[src/hdl/kfe_pkg.sv]
// Shared types and KISS byte codes for the KISS frame encoder.
`timescale 1ns / 1ps
`default_nettype none

package kfe_pkg;

    localparam logic [7:0] KISS_DELIM     = 8'hC0;
    localparam logic [7:0] KISS_ESC       = 8'hDB;
    localparam logic [7:0] KISS_ESC_DELIM = 8'hDC;
    localparam logic [7:0] KISS_ESC_ESC   = 8'hDD;
    localparam logic [7:0] KISS_CMD_DATA  = 8'h00;
    localparam logic [15:0] MIN_CAPACITY  = 16'd4;

    typedef struct packed {
        logic [7:0] payload_byte;
        logic       first_of_frame;
        logic       last_of_frame;
        logic       empty_frame;
    } kfe_in_t;

    typedef struct packed {
        logic [7:0] out_byte;
        logic       end_of_output;
        logic       frame_done;
        logic       overflow_error;
    } kfe_out_t;

    // What the payload part of one input transaction turns into
    typedef enum logic [1:0] {
        BODY_NONE  = 2'd0,
        BODY_PLAIN = 2'd1,
        BODY_ESC   = 2'd2,
        BODY_ERR   = 2'd3
    } kfe_body_t;

    // One queue entry: the result sequence of one input transaction
    typedef struct packed {
        logic       hdr;
        kfe_body_t  body;
        logic [7:0] data;
        logic       trl;
        logic [2:0] count;
    } kfe_desc_t;

endpackage

`default_nettype wire

[src/hdl/kfe_front.sv]
// Front end: holds frame state and capacity, classifies each input transaction.
`timescale 1ns / 1ps
`default_nettype none

module kfe_front
    import kfe_pkg::*;
(
    input  wire logic       clk,
    input  wire logic       rst_n,
    input  wire logic       item_valid,
    input  wire kfe_in_t    item,
    output logic            item_stall,
    input  wire logic       capacity_we,
    input  wire logic [15:0] capacity_wdata,
    input  wire logic       queue_full,
    output logic            push,
    output kfe_desc_t       desc
);

    logic [15:0] capacity_reg;
    logic [15:0] count_reg, count_next;
    logic        open_reg, open_next;
    logic        accept;
    logic [16:0] need;
    logic        stuff;
    logic [2:0]  body_n;

    assign item_stall = queue_full;
    assign accept     = item_valid && !queue_full;

    always_comb
    begin
        count_next = count_reg;
        open_next  = open_reg;
        desc.hdr   = 1'b0;
        desc.body  = BODY_NONE;
        desc.data  = item.payload_byte;
        desc.trl   = 1'b0;
        stuff      = (item.payload_byte == KISS_DELIM) || (item.payload_byte == KISS_ESC);
        need       = 17'd0;
        body_n     = 3'd0;

        if (item.first_of_frame)
        begin
            count_next = 16'd0;
            open_next  = 1'b0;
            if (capacity_reg < MIN_CAPACITY)
            begin
                desc.body = BODY_ERR;
            end
            else
            begin
                desc.hdr   = 1'b1;
                count_next = 16'd2;
                open_next  = 1'b1;
            end
        end

        if (open_next && !item.empty_frame)
        begin
            need = {1'b0, count_next} + (stuff ? 17'd3 : 17'd2);
            if (need >= {1'b0, capacity_reg})
            begin
                // abandon the frame without a closing delimiter
                desc.body  = BODY_ERR;
                open_next  = 1'b0;
                count_next = 16'd0;
            end
            else if (stuff)
            begin
                desc.body  = BODY_ESC;
                count_next = count_next + 16'd2;
            end
            else
            begin
                desc.body  = BODY_PLAIN;
                count_next = count_next + 16'd1;
            end
        end

        if (open_next && item.last_of_frame)
        begin
            desc.trl   = 1'b1;
            count_next = count_next + 16'd1;
            open_next  = 1'b0;
        end

        case (desc.body)
            BODY_NONE:  body_n = 3'd0;
            BODY_PLAIN: body_n = 3'd1;
            BODY_ESC:   body_n = 3'd2;
            BODY_ERR:   body_n = 3'd1;
            default:    body_n = 3'd0;
        endcase
        desc.count = (desc.hdr ? 3'd2 : 3'd0) + body_n + {2'b00, desc.trl};
    end

    // transactions that give no result are taken but never queued
    assign push = accept && (desc.count != 3'd0);

    always_ff @(posedge clk or negedge rst_n)
    begin
        if (!rst_n)
        begin
            capacity_reg <= 16'hFFFF;
            count_reg    <= 16'd0;
            open_reg     <= 1'b0;
        end
        else
        begin
            if (capacity_we)
            begin
                capacity_reg <= capacity_wdata;
            end
            if (accept)
            begin
                count_reg <= count_next;
                open_reg  <= open_next;
            end
        end
    end

endmodule

`default_nettype wire

[src/hdl/kfe_fifo.sv]
// Short descriptor queue between front and back end.
`timescale 1ns / 1ps
`default_nettype none

module kfe_fifo
    import kfe_pkg::*;
#(
    parameter int DEPTH = 4
)
(
    input  wire logic      clk,
    input  wire logic      rst_n,
    input  wire logic      push,
    input  wire kfe_desc_t wr_data,
    input  wire logic      pop,
    output kfe_desc_t      rd_data,
    output logic           full,
    output logic           not_empty
);

    localparam int PTR_W = (DEPTH > 1) ? $clog2(DEPTH) : 1;
    localparam int CNT_W = $clog2(DEPTH + 1);
    localparam logic [PTR_W-1:0] LAST_PTR = PTR_W'(DEPTH - 1);
    localparam logic [CNT_W-1:0] FULL_CNT = CNT_W'(DEPTH);

    kfe_desc_t        mem_reg [DEPTH];
    logic [PTR_W-1:0] wr_ptr_reg, rd_ptr_reg;
    logic [CNT_W-1:0] cnt_reg;

    assign full      = (cnt_reg == FULL_CNT);
    assign not_empty = (cnt_reg != '0);
    assign rd_data   = mem_reg[rd_ptr_reg];

    always_ff @(posedge clk)
    begin
        if (push)
        begin
            mem_reg[wr_ptr_reg] <= wr_data;
        end
    end

    always_ff @(posedge clk or negedge rst_n)
    begin
        if (!rst_n)
        begin
            wr_ptr_reg <= '0;
            rd_ptr_reg <= '0;
            cnt_reg    <= '0;
        end
        else
        begin
            if (push)
            begin
                wr_ptr_reg <= (wr_ptr_reg == LAST_PTR) ? '0 : wr_ptr_reg + 1'b1;
            end
            if (pop)
            begin
                rd_ptr_reg <= (rd_ptr_reg == LAST_PTR) ? '0 : rd_ptr_reg + 1'b1;
            end
            if (push && !pop)
            begin
                cnt_reg <= cnt_reg + 1'b1;
            end
            else if (pop && !push)
            begin
                cnt_reg <= cnt_reg - 1'b1;
            end
        end
    end

endmodule

`default_nettype wire

[src/hdl/kfe_back.sv]
// Back end: expands queued descriptors into output bytes, one per cycle while result_stall is low.
`timescale 1ns / 1ps
`default_nettype none

module kfe_back
    import kfe_pkg::*;
(
    input  wire logic      clk,
    input  wire logic      rst_n,
    input  wire logic      desc_valid,
    input  wire kfe_desc_t desc,
    output logic           pop,
    output logic           result_valid,
    input  wire logic      result_stall,
    output kfe_out_t       result
);

    logic [2:0] step_reg;
    logic       valid_reg;
    kfe_out_t   result_reg;
    kfe_out_t   slot;
    logic       load;
    logic       last_step;
    logic [2:0] hdr_n;
    logic [2:0] body_n;
    logic [2:0] q;

    always_comb
    begin
        hdr_n  = desc.hdr ? 3'd2 : 3'd0;
        body_n = (desc.body == BODY_ESC) ? 3'd2 :
                 (desc.body == BODY_NONE) ? 3'd0 : 3'd1;
        q      = step_reg - hdr_n;
        slot   = '0;
        if (step_reg < hdr_n)
        begin
            slot.out_byte = (step_reg == 3'd0) ? KISS_DELIM : KISS_CMD_DATA;
        end
        else if (q < body_n)
        begin
            case (desc.body)
                BODY_PLAIN: slot.out_byte = desc.data;
                BODY_ESC:
                begin
                    if (q == 3'd0)
                    begin
                        slot.out_byte = KISS_ESC;
                    end
                    else
                    begin
                        slot.out_byte = (desc.data == KISS_DELIM) ? KISS_ESC_DELIM
                                                                  : KISS_ESC_ESC;
                    end
                end
                BODY_ERR:
                begin
                    slot.frame_done     = 1'b1;
                    slot.overflow_error = 1'b1;
                end
                default:    slot.out_byte = 8'h00;
            endcase
        end
        else
        begin
            // closing delimiter
            slot.out_byte   = KISS_DELIM;
            slot.frame_done = 1'b1;
        end
        last_step          = (step_reg == desc.count - 3'd1);
        slot.end_of_output = last_step;
    end

    assign load = desc_valid && (!valid_reg || !result_stall);
    assign pop  = load && last_step;

    always_ff @(posedge clk or negedge rst_n)
    begin
        if (!rst_n)
        begin
            step_reg  <= 3'd0;
            valid_reg <= 1'b0;
        end
        else
        begin
            if (load)
            begin
                valid_reg <= 1'b1;
                step_reg  <= last_step ? 3'd0 : step_reg + 3'd1;
            end
            else if (!result_stall)
            begin
                valid_reg <= 1'b0;
            end
        end
    end

    always_ff @(posedge clk)
    begin
        if (load)
        begin
            result_reg <= slot;
        end
    end

    assign result_valid = valid_reg;
    assign result       = result_reg;

endmodule

`default_nettype wire

[src/hdl/kiss_frame_encoder.sv]
// KISS data frame encoder with byte stuffing and buffer capacity check.
//
// Input channel (item_valid / item_stall / item): one payload byte per
// transaction, marked first, last or empty. Output channel (result_valid /
// result_stall / result): one encoded frame byte per transaction, with
// end-of-output, frame-done and overflow flags.
// capacity_we / capacity_wdata load the frame capacity register (reset 65535).
// The front end classifies a transaction in the cycle it is taken and pushes
// a descriptor into a QUEUE_DEPTH entry queue; the back end expands it into
// 1 to 5 results at one result per cycle while result_stall is low, and
// registers each result. Sustained rate is one output byte per cycle when
// not stalled; an input transaction gives one result for a plain byte, two
// for a stuffed one, plus two for the header and one for the trailer;
// transactions that give no result are taken but not queued.
// item_stall rises only when the queue is full, i.e. when the back end falls
// behind, either held by result_stall or busy with multi-result transactions.
// Reset closes any open frame, empties the queue and drops the pending result.
`timescale 1ns / 1ps
`default_nettype none

module kiss_frame_encoder
    import kfe_pkg::*;
#(
    parameter int QUEUE_DEPTH = 4
)
(
    input  wire logic        clk,
    input  wire logic        rst_n,
    input  wire logic        item_valid,
    output logic             item_stall,
    input  wire kfe_in_t     item,
    output logic             result_valid,
    input  wire logic        result_stall,
    output kfe_out_t         result,
    input  wire logic        capacity_we,
    input  wire logic [15:0] capacity_wdata
);

    logic      push;
    logic      pop;
    logic      queue_full;
    logic      queue_valid;
    kfe_desc_t front_desc;
    kfe_desc_t head_desc;

    kfe_front u_front (
        .clk            (clk),
        .rst_n          (rst_n),
        .item_valid     (item_valid),
        .item           (item),
        .item_stall     (item_stall),
        .capacity_we    (capacity_we),
        .capacity_wdata (capacity_wdata),
        .queue_full     (queue_full),
        .push           (push),
        .desc           (front_desc)
    );

    kfe_fifo #(
        .DEPTH (QUEUE_DEPTH)
    ) u_fifo (
        .clk       (clk),
        .rst_n     (rst_n),
        .push      (push),
        .wr_data   (front_desc),
        .pop       (pop),
        .rd_data   (head_desc),
        .full      (queue_full),
        .not_empty (queue_valid)
    );

    kfe_back u_back (
        .clk          (clk),
        .rst_n        (rst_n),
        .desc_valid   (queue_valid),
        .desc         (head_desc),
        .pop          (pop),
        .result_valid (result_valid),
        .result_stall (result_stall),
        .result       (result)
    );

endmodule

`default_nettype wire

[config.mk]
export PLATFORM = sky130hd
export DESIGN_NAME = kiss_frame_encoder
export DESIGN_NICKNAME = d
export VERILOG_FILES = /design/src/hdl/kfe_pkg.sv /design/src/hdl/kfe_front.sv /design/src/hdl/kfe_fifo.sv /design/src/hdl/kfe_back.sv /design/src/hdl/kiss_frame_encoder.sv
export SDC_FILE = /design/constraint.sdc
export NUM_CORES = 1
export LEC_CHECK = 0
export ABC_AREA = 1
export BUFFER_PORTS_ARGS = -buffer_cell sky130_fd_sc_hd__buf_2
export CAP_MARGIN = 40
export CELL_PAD_IN_SITES_DETAIL_PLACEMENT = 0
export CELL_PAD_IN_SITES_GLOBAL_PLACEMENT = 2
export CORE_UTILIZATION = 41
export CTS_CLUSTER_DIAMETER = 60
export DETAILED_ROUTE_END_ITERATION = 6
export PLACE_DENSITY_LB_ADDON = 0.1
export SYNTH_ARGS = -nofsm -noshare
export SYNTH_HDL_FRONTEND = slang
export SYNTH_SLANG_ARGS = --single-unit
[constraint.sdc]
create_clock -name clk -period 8.95 [get_ports clk]
set_clock_uncertainty 0.2 [all_clocks]
set_input_delay 0.4475 -clock clk [delete_from_list [all_inputs] [get_ports clk]]
set_output_delay 0.4475 -clock clk [all_outputs]
set_load 0.02 [all_outputs]
---- Yosys cells after proc, flatten, opt, wreduce, memory -nomap -nowiden ----
Memories as Yosys holds them, arrays and structs flattened.
Index checks and enable logic that the tools add are counted.
Widths: inputs -> output; s select.
cells by class
  $add $sub $neg .......................... 13
  order comparisons ....................... 4
  equality and inequality tests ........... 14
  mux-type cells .......................... 40
  bitwise gates (word level) .............. 1
  reductions and logical operators ........ 25
operators with widths
  cell                   number
  $mux 16                5
  $add 16x1->16 const B  2
  $mux 8                 4
  $eq 8x8->1 const B     3
  $mux 2                 10
  $add 16x17->17         1
  $ge 17x16->1           1
  $add 16x2->16 const B  1
  $lt 16x3->1 const B    1
  $pmux 8 s2             1
  $mux 3                 5
  $mux 1                 14
  $eq 2x2->1 const B     6
  $pmux 3 s3             1
  $logic_and 1x1->1      8
  $add 3x1->3 const B    2
  $logic_not 1->1        6
  $logic_not 3->1        2
  $lt 3x3->1             2
  $reduce_bool 3->1      2
  $sub 3x1->3 const B    2
  $add 2x1->2 const B    2
  $eq 2x1->1 const B     2
  $logic_not 2->1        2
  10 further kinds       12
storage, ports and cells
  register bits after elaboration ......... 55
  bits in writable memories ............... 60
  bits of input ports ..................... 32
  logic and storage cells ................. 110
  memories kept ........................... 1
memories
  memory          words  width  rd ports  clocked after Yosys merged registers in  write ports  line            text
  u_fifo.mem_reg  4      15     1         0                                        1            kfe_fifo.sv:26  kfe_desc_t mem_reg [DEPTH];

---- Depth between registers and ports, before layout ----
Gate-level depths: netlist of the first run.
  depth after elaboration ................. 18
  gate-level depth with buffers ........... 40
  depth with buffers taken out ............ 38

---- Modules after synthesis ----
A second synthesis of the first run with hierarchy kept.
unflattened totals
  cells, all modules ...................... 856
  area, all modules ....................... 7,293.2 um^2
modules (own cells, without submodules)
  module     instances  cells each  area an instance (um^2)
  kfe_front  1          508         3,439.5
  kfe_fifo   1          227         2,871.5
  kfe_back   1          121         982.2

---- Worst setup path after synthesis of the first run ----
OpenSTA, ideal clock, no wires.
  kind .................................... input to register
  start point ............................. input item[3] (netlist bit)
  end point ............................... register u_fifo.cnt_reg[1]
  setup time .............................. 0.125 ns
  data arrival time ....................... 5.534 ns
  setup slack ............................. 3.091 ns
  cell stages on the path ................. 35
  cells stage by stage .................... nor2_1 nand2_1 nand2_1 nand3_2 inv_2 ha_1 inv_1 ha_1 nor2_1 nand2_1 xor2_1 ha_1 a21o_1 nor2_1 nand3_1 nand2_1 nand2_1 nand2_1 nand2_1 nand2_1 nand2_2 nand2_4 buf_6 buf_6 nand2_1 inv_1 o21ai_0 ha_1 fa_1 o31ai_1 inv_1 ha_1 inv_1 fa_1 mux2_2
RTL lines
  what                  line                      text
  start, declared       kiss_frame_encoder.sv:31  input wire kfe_in_t item,
  end signal, assigned  kfe_fifo.sv:62            cnt_reg <= cnt_reg + 1'b1;
  end signal, assigned  kfe_fifo.sv:66            cnt_reg <= cnt_reg - 1'b1;
  end, declared         kfe_fifo.sv:28            logic [CNT_W-1:0] cnt_reg;

==> results.cfg, run 1 <==
[grt]
grt_pass1_wl_um = 26200
globalRouteOverflowTotal = 0
grt_max_degree = 33
grt_pass1_vias = 5226
antenna_found_initial = 0
grt.total_usage = 0.205

[worst_setup_path]
worst_path_max_delay_cell = o31ai_1
cp-start-kind = flop
slowest_delay_ps = 520
r2r_slack_ps = 2510
crit_path_end_kind = flop
cp-startpoint = u_front.capacity_reg[14]
required_ps = 9000
cp.arrival_ps = 6490
r2r_start = u_front.capacity_reg[14]
critPathKind = reg -> reg
cp_common_cell = nand2_1
worstPathMaxFanout = 23

[layout]
diodes = 0
drive_gt1_frac = 0.190
synthToLayoutAreaGrowth_pct = 10.9
largest_reg_flops = 56
fillers = 1599
register_area_sq_um = 3130
multiInputGateArea_sq_um = 3110
final_nets = 890
final_util = 0.469

[die]
rows = 46
start_util = 0.423
die_height_um = 131
die_w_um = 131
core-area_sq_um = 16100
die-area_sq_um = 17100
ios = 45

[synthesis]
synth_top_area_share = 0.296
syn-num-nets = 846
yosysTopAreaCell = edfxtp_1
synthTopCellsByArea = edfxtp_1 30%, dfrtp_1 10%, nand2_1 9.6%
syn-cell-area_sq_um = 6800
yosysSeqAreaShare = 0.461
synth.distinct_cells = 48
synth_cells = 774
ys.flop_type = edfxtp_1
syn_avg_cell_area_sq_um = 8.78
async_reset_ff_frac = 0.396
synth-edff-count = 67
ys_ff_latch = 111
ys_warn_count = 0

[clocking]
cts_tree = built
clock_latency_ps = 350
cts_hold_buf = 0
cts_inserted_buffers = 9
cts_resized = 0
htreeDepth = 3
clk_transition_reported_paths_ps = 80
post_cts_buffers = 0
clockBufferDepth = 2
cts-root-buf = clkbuf_16
cts.sinks = 111

[route]
drc = 0
wl_per_cell_um = 15.4
routed_wl_um = 16000
drt_iter0_markers = 253
vias_per_cell = 4.96
ant_nets = 0
dr.pass1.iters = 5
dr_total_vias = 5153

[timing]
finalSetupViolCount = 0
rsz0062_at_grt = no
min_period_over_period = 0.720
finalCriticalPeriod_ps = 6440
final-max-slew-violation-count = 0
tns_ps = 0
max_freq_ghz = 0.155
max_slew_margin = 0.454
worst_pin_slew_ps = 814
setup_ws_ps = 2510
hold_violations = 0

[placed_design]
gp_congestion = 0.896
place_ws_ps = 2290
portBuffers = 44
hpwl_um = 12100

[run]
maxCapViolations = 0

[status]
status = completed

[power]
power_leakage_nw = 3.38
power_density_nw_per_um2 = 247
peakVddDrop_v = 0.000118

[min_path]
hp-class = in -> async
## per-stage QoR
| stage | instances | cell area, sq um | hold WS, ps | power [W] |
|---|---|---|---|---|
| floorplan | 774 | 6800 | -48.1 | 0.00128 |
| global placement | 1021 | 7220 | 263 | 0.00147 |
| detailed placement | 1023 | 7260 | 270 | 0.00150 |
| CTS | 1039 | 7540 | 65.5 | 0.00189 |
| global route | 1039 | 7540 | 91.8 | 0.00202 |
| finish | 1039 | 7540 | 40.9 | 0.00186 |
## synth_stat cells, types with 5 or more instances
library cell  count
buf_6             5
nor3_1            8
dfstp_2          16
a32o_1           10
a21oi_1          23
inv_2            17
nand2_1         174
nor2_1           55
nand4_1          12
dfrtp_1          28
nand3_2           7
nand2_2          15
inv_1            99
clkbuf_1         11
ha_1             38
o21ai_1           7
o21ai_0          43
nor2_4            6
xor2_1           26
nor2_2           15
edfxtp_1         67
nand3_1          47
## power by group
part | leakage, nW | total, W | switching [W] | internal (W)
Combinational | 2.09 | 0.000759 | 0.000499 | 0.000260
Clock | 0.133 | 0.000380 | 0.000188 | 0.000193
Sequential | 1.16 | 0.000722 | 0.0000422 | 0.000680
## worst paths after layout
check | end | cells after the start
min | u_front.capacity_reg[0] | 1
min in group clk | u_front.capacity_reg[15] | 3
max | u_fifo.cnt_reg[1] | 32
min reg2reg | u_front.open_reg | 2
max in group asynchronous | u_front.capacity_reg[14] | 2
max reg2reg | u_fifo.cnt_reg[1] | 32
## critical path, delay by kind of cell, from the launching register on
kind	cells	cell delay (ps)
AOI/OAI and AO/OA	4	1000
xor gates and xnor gates	1	180
adders and majority gates	6	1910
buffers and inverters	6	630
DFF	1	370
muxes	1	260
and+or+nand+nor	14	1740
## cell families after synthesis
kind of cell / Yosys count / synth area share
XOR/XNOR: 33 / 0.0458
flip-flops: 111 / 0.461
AO/OA/AOI/OAI: 100 / 0.0880
buffers and inverters: 138 / 0.0819
AND/OR/NAND/NOR: 350 / 0.244
adder cells (fa/ha/maj): 40 / 0.0758
multiplexers: 2 / 0.00331
## layer usage
layer / wire length (um) / global-route usage
met1: 6730 / 0.237
met2: 8470 / 0.382
met3: 481 / 0.0350
met4: 269 / 0.0669
met5: 0 / 0
## placed cells by master (no fill, tap or decap), drive strengths merged, types with 5 or more instances in the layout
master,count
nand3,55
edfxtp,67
clkinv,6
xnor2,5
dfstp,16
ha,38
nand4,12
inv,117
o21ai,51
clkbuf,11
a32o,10
a21oi,23
dfrtp,28
xor2,28
nor2,76
buf,52
nor3,11
nand2,191
## area by class of cell
class | instances | share of cell area
timing repair buffer | 52 | 0.0398
clock buffer | 11 | 0.0309
multi-input combinational | 525 | 0.412
clock inverter | 5 | 0.00614
inverter | 119 | 0.0593
sequential | 111 | 0.416
tap | 216 | 0.0359
(Power assumes the default switching activity.)
==> run 2: changes to the inputs <==
Settings changed: ABC_AREA 1 to 0, CORE_UTILIZATION 41 to 36.
Clock period 8.95 ns to 5.4 ns, I/O delays scaled along.
==> results.cfg, run 2 <==
[route]
drt_iter0_markers = 232
dr.pass1.iters = 4
vias_per_cell = 5.21
wl_per_cell_um = 17.6
dr_total_vias = 5221
routed_wl_um = 17700
ant_nets = 0
drc = 0

[die]
start_util = 0.373
die-area_sq_um = 18600
core-area_sq_um = 17500
die_height_um = 137
die_w_um = 137
ios = 45
rows = 48

[grt]
antenna_found_initial = 0
grt_max_degree = 45
grt_pass1_wl_um = 27100
grt.total_usage = 0.196
grt_pass1_vias = 5217
globalRouteOverflowTotal = 0

[power]
p_total_w = 0.00328
power_leakage_nw = 3.40
power_density_nw_per_um2 = 386
peakVddDrop_v = 0.000250

[clocking]
clock_latency_ps = 370
clk_transition_reported_paths_ps = 90
cts.sinks = 111
cts_inserted_buffers = 9
clockBufferDepth = 2
htreeDepth = 3
cts-root-buf = clkbuf_16
cts_tree = built

[synthesis]
synthTopCellsByArea = edfxtp_1 31%, dfrtp_1 11%, ha_1 7.3%
synthTopCellsByCount = 78 x nand2_1, 67 x edfxtp_1, 51 x nor2_1, 41 x inv_1, 41 x o21ai_0
syn-cell-area_sq_um = 6510
yosysTopAreaCell = edfxtp_1
yosysSeqAreaShare = 0.481
syn_avg_cell_area_sq_um = 10.4
syn-num-nets = 696
ys.flop_type = edfxtp_1
synth.distinct_cells = 63
ys_ff_latch = 111
synth-edff-count = 67
synth_top_area_share = 0.309
async_reset_ff_frac = 0.396
post-synth-top-count-cell = nand2_1
synth_cells = 624
ys_warn_count = 0

[timing]
max_freq_ghz = 0.177
max_slew_margin = 0.426
rsz0062_at_grt = yes
final-max-slew-violation-count = 0
finalSetupViolCount = 60
hold_violations = 0
setup_ws_ps = -241
finalCriticalPeriod_ps = 5640
worst_pin_slew_ps = 857
min_period_over_period = 1.04

[worst_setup_path]
r2r_slack_ps = -240
worstPathMaxFanout = 4
cp.arrival_ps = 5700
critPathKind = reg -> reg
cp-start-kind = flop
crit_path_end_kind = flop
required_ps = 5450

[layout]
mostFrequentLayoutCell = buf_4
largest_reg_flops = 56
synthToLayoutAreaGrowth_pct = 30.5
drive_gt1_frac = 0.322
mostFrequentLayoutCells = 88 x buf_4, 76 x nand2_1, 67 x edfxtp_1, 47 x nor2_1, 43 x buf_2
diodes = 0
final_nets = 844

[min_path]
hp-class = in -> reg

[placed_design]
place_ws_ps = -658
gp_congestion = 0.821
portBuffers = 44
hpwl_um = 12500

[status]
violations = setup timing
status = finished, violations left

[run]
maxCapViolations = 0
[run 2: cell types whose count changed after synthesis, sizes merged, moves of 14 or more]
cell   before  now
nand3      55   18
nor2       76   51
inv       116   42
xnor2       5   22
nand2     191   78
mux4        0   14
[run 2: cell type report]
class                           count  area, sq um
Clock buffer                        9          225
Clock inverter                      7         88.8
Fill cell                        1636         8980
Inverter                           43          166
Multi-Input combinational cell    447         3420
Sequential cell                   111         3130
Tap cell                          225          282
Timing Repair Buffer              160         1180
[run 2: cell families after synthesis]
logic type	synth area share
muxes	0.0630
buffers and inverters	0.0409
adders and majority gates	0.0792
AOI/OAI and AO/OA	0.105
xor gates and xnor gates	0.0538
DFF	0.481
and+or+nand+nor	0.177
[run 2: worst paths after layout]
check	cells past startpoint	start	endpoint
min reg2reg	2	u_back.result_valid	u_back.result_valid
max	25	u_front.capacity_reg[10]	u_fifo.cnt_reg[1]
max in group asynchronous	3	rst_n	u_front.count_reg[12]
min in group asynchronous	3	rst_n	u_back.step_reg[2]
max reg2reg	25	u_front.capacity_reg[10]	u_fifo.cnt_reg[1]
min	2	item[10]	u_fifo.mem_reg[2][11]
[run 2: power breakdown]
part	switching, W	total (W)	internal, W
sequential	0.000115	0.00123	0.00112
combinational	0.000721	0.00134	0.000619
clock	0.000367	0.000706	0.000338
total	0.00120	0.00328	0.00208
[run 2: per-layer routing]
metal	vias to the layer above	global-route usage	wire [um]
met5	-	0	0
met4	0	0.0883	614
met3	36	0.0319	413
met2	90	0.352	9280
met1	2548	0.227	7360
li1	2547	-	-
[run 2: critical path, stage by stage (launching register included)]
cell and delay (ps):
dfstp_2 390, nor4_4 330, nand4_1 200, o21ai_2 140
inv_1 90, ha_2 190, a21oi_2 150, nor3b_2 70
and3_4 190, buf_6 120, xnor2_2 120, ha_1 310
nand4_1 140, nor3_2 270, a2111oi_4 90, a211o_1 320
and2_4 190, o211a_4 240, ha_4 150, fa_1 460
nor3_2 180, nor2_2 80, ha_4 180, inv_2 50
fa_2 410, mux2_4 270
[run 2: what timing repair did]
| action | CTS | global route |
|---|---|---|
| pin swaps | 33 | 21 |
| resized for setup | 25 | 26 |
| hold endpoints to repair | 60 | 0 |
| hold buffers | 23 | 0 |
| endpoints found under the setup margin | 63 | 64 |
| cloned | 0 | 4 |
| buffers inserted | 8 | 15 |
[run 2: through the flow]
step | instance area, sq um | instances | util | hold slack (ps) | setup TNS, ps
2_1_floorplan | 6660 | 624 | - | -226 | -10190
3_3_place_gp | 7580 | 938 | 0.434 | 242 | -30160
3_5_place_dp | 7580 | 938 | 0.434 | 246 | -35230
4_1_cts | 8290 | 984 | 0.474 | 6.85 | -342
5_1_grt | 8500 | 1002 | 0.486 | 7.13 | -17330
6_report | 8500 | 1002 | 0.486 | 15.1 | -4550
